$ cat config.mk
export PLATFORM = sky130hd
export DESIGN_NAME = tvbc_round_stage
export DESIGN_NICKNAME = d
export VERILOG_FILES = /design/src/rtl/tvbc_pkg.sv /design/src/rtl/tvbc_round_stage.sv
export SDC_FILE = /design/constraint.sdc
export NUM_CORES = 1
export LEC_CHECK = 0
export BUFFER_PORTS_ARGS = -buffer_cell sky130_fd_sc_hd__buf_2
export CAP_MARGIN = 20
export CORE_MARGIN = 5
export CORE_UTILIZATION = 46
export CTS_CLUSTER_SIZE = 40
export DETAILED_ROUTE_END_ITERATION = 10
export GPL_TIMING_DRIVEN = 0
export HOLD_SLACK_MARGIN = 0.02
export PLACE_DENSITY = 0.7
export SLEW_MARGIN = 5
export SYNTH_ARGS = -nofsm -noshare
export SYNTH_HDL_FRONTEND = slang
export SYNTH_SLANG_ARGS = --single-unit
$ cat constraint.sdc
create_clock -name clock -period 14.56 [get_ports clock]
set_clock_uncertainty 0.2 [all_clocks]
set_input_delay 3.64 -clock clock [delete_from_list [all_inputs] [get_ports clock]]
set_output_delay 3.64 -clock clock [all_outputs]
set_load 0.03 [all_outputs]
$ cat src/rtl/tvbc_pkg.sv
package tvbc_pkg;

   // Register indexes on the configuration port
   localparam logic [2:0] CSR_KEY0  = 3'd0;
   localparam logic [2:0] CSR_KEY1  = 3'd1;
   localparam logic [2:0] CSR_KEY2  = 3'd2;
   localparam logic [2:0] CSR_KEY3  = 3'd3;
   localparam logic [2:0] CSR_DELTA = 3'd4;

   // Request kinds carried on tuser
   localparam logic REQ_ENCRYPT = 1'b0;
   localparam logic REQ_DECRYPT = 1'b1;

   // Register reset values
   localparam logic [31:0] KEY0_RESET  = 32'h423D_F72D;
   localparam logic [31:0] KEY1_RESET  = 32'h05F5_9A01;
   localparam logic [31:0] KEY2_RESET  = 32'h633F_CF1D;
   localparam logic [31:0] KEY3_RESET  = 32'h77D1_9122;
   localparam logic [31:0] DELTA_RESET = 32'h5E23_77FF;

   // Whitening mask applied to both words
   localparam logic [31:0] WHITEN_MASK = 32'h0000_000F;

   // Key schedule shared by every round stage
   typedef struct packed {
      logic [31:0] key0;
      logic [31:0] key1;
      logic [31:0] key2;
      logic [31:0] key3;
      logic [31:0] delta;
   } keys_type;

   // Block state travelling down the pipeline
   typedef struct packed {
      logic        decrypt;
      logic [31:0] word_a;
      logic [31:0] word_b;
      logic [31:0] sum;
   } lane_type;

   // TEA mixing function: three parallel adds folded by XOR
   function automatic logic [31:0] mix(input logic [31:0] x, input logic [31:0] ka,
                                       input logic [31:0] kb, input logic [31:0] s);
      logic [31:0] left_term;
      logic [31:0] mid_term;
      logic [31:0] right_term;
      left_term  = {x[27:0], 4'b0000} + ka;
      mid_term   = x + s;
      right_term = {5'b00000, x[31:5]} + kb;
      return left_term ^ mid_term ^ right_term;
   endfunction

endpackage

$ cat src/rtl/tvbc_round_stage.sv
module tvbc_round_stage #(
   parameter logic SECOND_HALF = 1'b0
) (
   input  logic               clock,
   input  logic               reset,
   input  tvbc_pkg::keys_type keys,
   input  logic               in_valid,
   output logic               in_ready,
   input  tvbc_pkg::lane_type in_lane,
   output logic               out_valid,
   input  logic               out_ready,
   output tvbc_pkg::lane_type out_lane
);
   import tvbc_pkg::*;

   logic     valid_ff;
   logic     valid_in;
   lane_type lane_ff;
   lane_type lane_in;
   logic [31:0] mix_val;

   // Take a new item whenever this stage is empty or drains this cycle
   assign in_ready = !valid_ff || out_ready;
   assign valid_in = in_ready ? in_valid : valid_ff;

   // One half-round: first word from the second, or second from the first
   always_comb begin
      lane_in = in_lane;
      mix_val = '0;
      if (!SECOND_HALF) begin
         if (in_lane.decrypt == REQ_DECRYPT) begin
            mix_val        = mix(in_lane.word_a, keys.key2, keys.key3, in_lane.sum);
            lane_in.word_b = in_lane.word_b - mix_val;
         end else begin
            mix_val        = mix(in_lane.word_b, keys.key0, keys.key1, in_lane.sum);
            lane_in.word_a = in_lane.word_a + mix_val;
         end
      end else begin
         if (in_lane.decrypt == REQ_DECRYPT) begin
            mix_val        = mix(in_lane.word_b, keys.key0, keys.key1, in_lane.sum);
            lane_in.word_a = in_lane.word_a - mix_val;
            lane_in.sum    = in_lane.sum - keys.delta;
         end else begin
            mix_val        = mix(in_lane.word_a, keys.key2, keys.key3, in_lane.sum);
            lane_in.word_b = in_lane.word_b + mix_val;
            lane_in.sum    = in_lane.sum + keys.delta;
         end
      end
   end

   // Hold valid under reset
   always_ff @(posedge clock) begin
      if (reset) begin
         valid_ff <= 1'b0;
      end else begin
         valid_ff <= valid_in;
      end
   end

   // Advance payload only on an accepted item
   always_ff @(posedge clock) begin
      if (in_ready && in_valid) begin
         lane_ff <= lane_in;
      end
   end

   assign out_valid = valid_ff;
   assign out_lane  = lane_ff;

endmodule

==> results.toml <==
[setup_path]
cp_data_required_time_ps = 14480
crit_type = "primary input to flop"
cpMaxStageDelayCell = "fa_1"
start_kind = "primary input"
cpPeakStageDelay_ps = 420
crit_path_end_kind = "flop"
arrival_ps = 9320
crit_buf_inv = 1
cp_max_fo = 5
crit_family = "compound AO/OA/AOI/OAI gates"

[die]
die-area_um2 = 38000
core-area_um2 = 33600
die_h_um = 195
die_w_um = 195
start_util_pct = 46.7
ios = 360
num_rows = 67

[drt]
viasPerCell = 5.98
wirelength_um = 58400
drt_first_pass_iters = 5
detail_route.iter0.violations = 1222
antenna_left = 0
wl_per_cell_um = 22.2
drc = 0
dr_total_vias = 15700

[final_layout]
final_cell_mix = "buf_2, xnor2_1, ha_1"
finalNetCount = 2676
finish.utilization_pct = 54.2
syn2layout_area_growth_pct = 16.0
num-fill-cells = 3257
final_common_cell = "buf_2"
final_cells = 2624
drive_gt1_share_pct = 18.1

[timing]
max_freq_mhz = 106
fin_tns_setup_ps = 0
worst_pin_slew_ps = 996
fin_crit_ps = 9400
slew_headroom_pct = 33.6
min_period_over_period_pct = 64.6
setup_viol = 0
hold_violations = 0
rsz0062_at_grt = "no"
slew_violations = 0

[cts]
insertion_delay_ps = 370
cts_buffers = 9
clock_path_buffers = 2
cts.sinks = 98
cts_max_level = 3
cts-resized-gates = 0
path_clk_slew_ps = 80
ctsHoldBuffers = 0
cts_root_buf = "clkbuf_16"
cts_tree = "done"
post-cts-setup-buffers = 0

[run_status]
outcome = "completed"

[grt]
antenna_found_initial = 2
grt-ovfl-total = 0
grt_pass1_wl_um = 87100
grt_max_degree = 64
grt_pass1_vias = 14800
gr-usage-all-layers_pct = 29.4

[pwr]
max-vdd-ir-drop_uv = 97.3
power_leakage_uw = 0.00825
finalPower_uw = 2750
powerDensity_nw_per_um2 = 151

[logic_synthesis]
syn_area_um2 = 15700
synth_cells = 1831
yosys_most_used_dff = "edfxtp_1"
async_flop_share_pct = 0
yosys_warnings = 0
synth.avg_cell_area_um2 = 8.58
ys_ff_latch = 98
ys_types = 74
synth-edff-count = 97
yosysSeqAreaShare_pct = 18.7
synth_nets = 2337

[place]
placed_cells = 2607
io_buffers = 327
dp_hpwl_um = 49300
gp_congestion = 0.971

[min_path]
min_path_type = "flop to flop"

[job]
maxCapViolations = 0
[report_power, final]
group,switching [µW],total (µW),internal (µW),leakage [µW]
sequential,15.7,426,411,0.000950
combinational,1250,2080,827,0.00718
clock,132,250,119,0.000127
total,1400,2750,1360,0.00825
[worst min-delay path, cell delays in order, from the launching register on]
cell,delay (ps)
dfxtp_1,310
nand2b_1,100
a21oi_1,70
[routing by layer]
layer	share of wire (%)	vias up	global-route usage, %	routed length (µm)
met5	0.034	-	0	20
met4	2.2	2	7.09	1270
met3	8.3	70	4.10	4870
li1	-	7486	-	-
met2	43	685	44.6	24800
met1	47	7436	44.1	27400
[synth_stat cells, types with 4 or more instances]
| cell type | count | share of area, % |
|---|---|---|
| or3_1 | 7 | 0.28 |
| o31ai_1 | 12 | 0.57 |
| xnor2_1 | 288 | 16 |
| a221o_1 | 5 | 0.32 |
| xor2_1 | 64 | 3.6 |
| a2111o_1 | 6 | 0.43 |
| edfxtp_1 | 97 | 19 |
| a21o_1 | 121 | 5.8 |
| fa_1 | 8 | 1.0 |
| o2111ai_1 | 7 | 0.39 |
| nand3_1 | 36 | 1.1 |
| or2_2 | 8 | 0.32 |
| o221ai_1 | 7 | 0.39 |
| and3_1 | 17 | 0.68 |
| nand4_1 | 22 | 0.88 |
| and2_1 | 13 | 0.52 |
| nor3_1 | 25 | 0.80 |
| nand2b_1 | 28 | 1.1 |
| mux2_2 | 24 | 1.7 |
| o21a_1 | 37 | 1.8 |
| nand2_1 | 149 | 3.6 |
| inv_1 | 46 | 1.1 |
| a21oi_1 | 185 | 5.9 |
| a31oi_1 | 24 | 0.96 |
| o21bai_1 | 18 | 0.86 |
| a221oi_1 | 4 | 0.22 |
| o21ai_0 | 119 | 3.8 |
| clkbuf_1 | 25 | 0.60 |
| a31o_2 | 6 | 0.33 |
| o211ai_1 | 13 | 0.62 |
| nor2b_1 | 17 | 0.68 |
| a211oi_1 | 16 | 0.76 |
| nor2_1 | 75 | 1.8 |
| ha_1 | 237 | 19 |
[flip-flops by register name, summed over array words and instances (netlist names)]
name and flops:
out_lane 97, out_valid 1
[logic make-up (layout without fill, tap and decap cells)]
group	count (synthesis)	after routing	synth area share (%)
multiplexers	25	25	1.78
AND/OR/NAND/NOR	411	411	12.5
other	0	1	0
XOR/XNOR	353	353	19.8
flip-flops	98	98	18.7
adder cells (fa/ha/maj)	245	245	19.9
buffers and inverters	76	420	1.84
AO/OA/AOI/OAI	623	623	25.6
[stage by stage]
stage / hold slack, ps / setup slack (ps) / area (µm²)
global route: 370 / 4880 / 18200
detailed placement: 318 / 4850 / 17900
finish: 328 / 5160 / 18200
CTS: 326 / 5220 / 18200
floorplan: 660 / 6130 / 15700
global placement: 286 / 4820 / 17900
[path summary, 6_finish.rpt]
| check | startpoint | to | slack, ps | cells after the start |
|---|---|---|---|---|
| worst max-delay path | in_lane[37] | out_lane[95] | 5160 | 26 |
| worst min-delay path | out_valid | out_valid | 330 | 2 |
| worst max register to register | out_valid | out_lane[4] | 12710 | 3 |
| worst min register to register | out_valid | out_valid | 330 | 2 |
[cell type report]
class                           count  area [µm²]  share of cell area [%]
Multi-Input combinational cell   1657       12500                    68.6
Timing Repair Buffer              328        1660                    9.13
Buffer                             29         113                   0.618
Clock buffer                       10         229                    1.26
Clock inverter                      6        51.3                   0.281
Tap cell                          448         561                    3.08
Sequential cell                    98        2930                    16.1
Antenna cell                        1        2.50                  0.0137
Inverter                           47         176                   0.968
No activity file was read; power rests on OpenSTA's default activity.
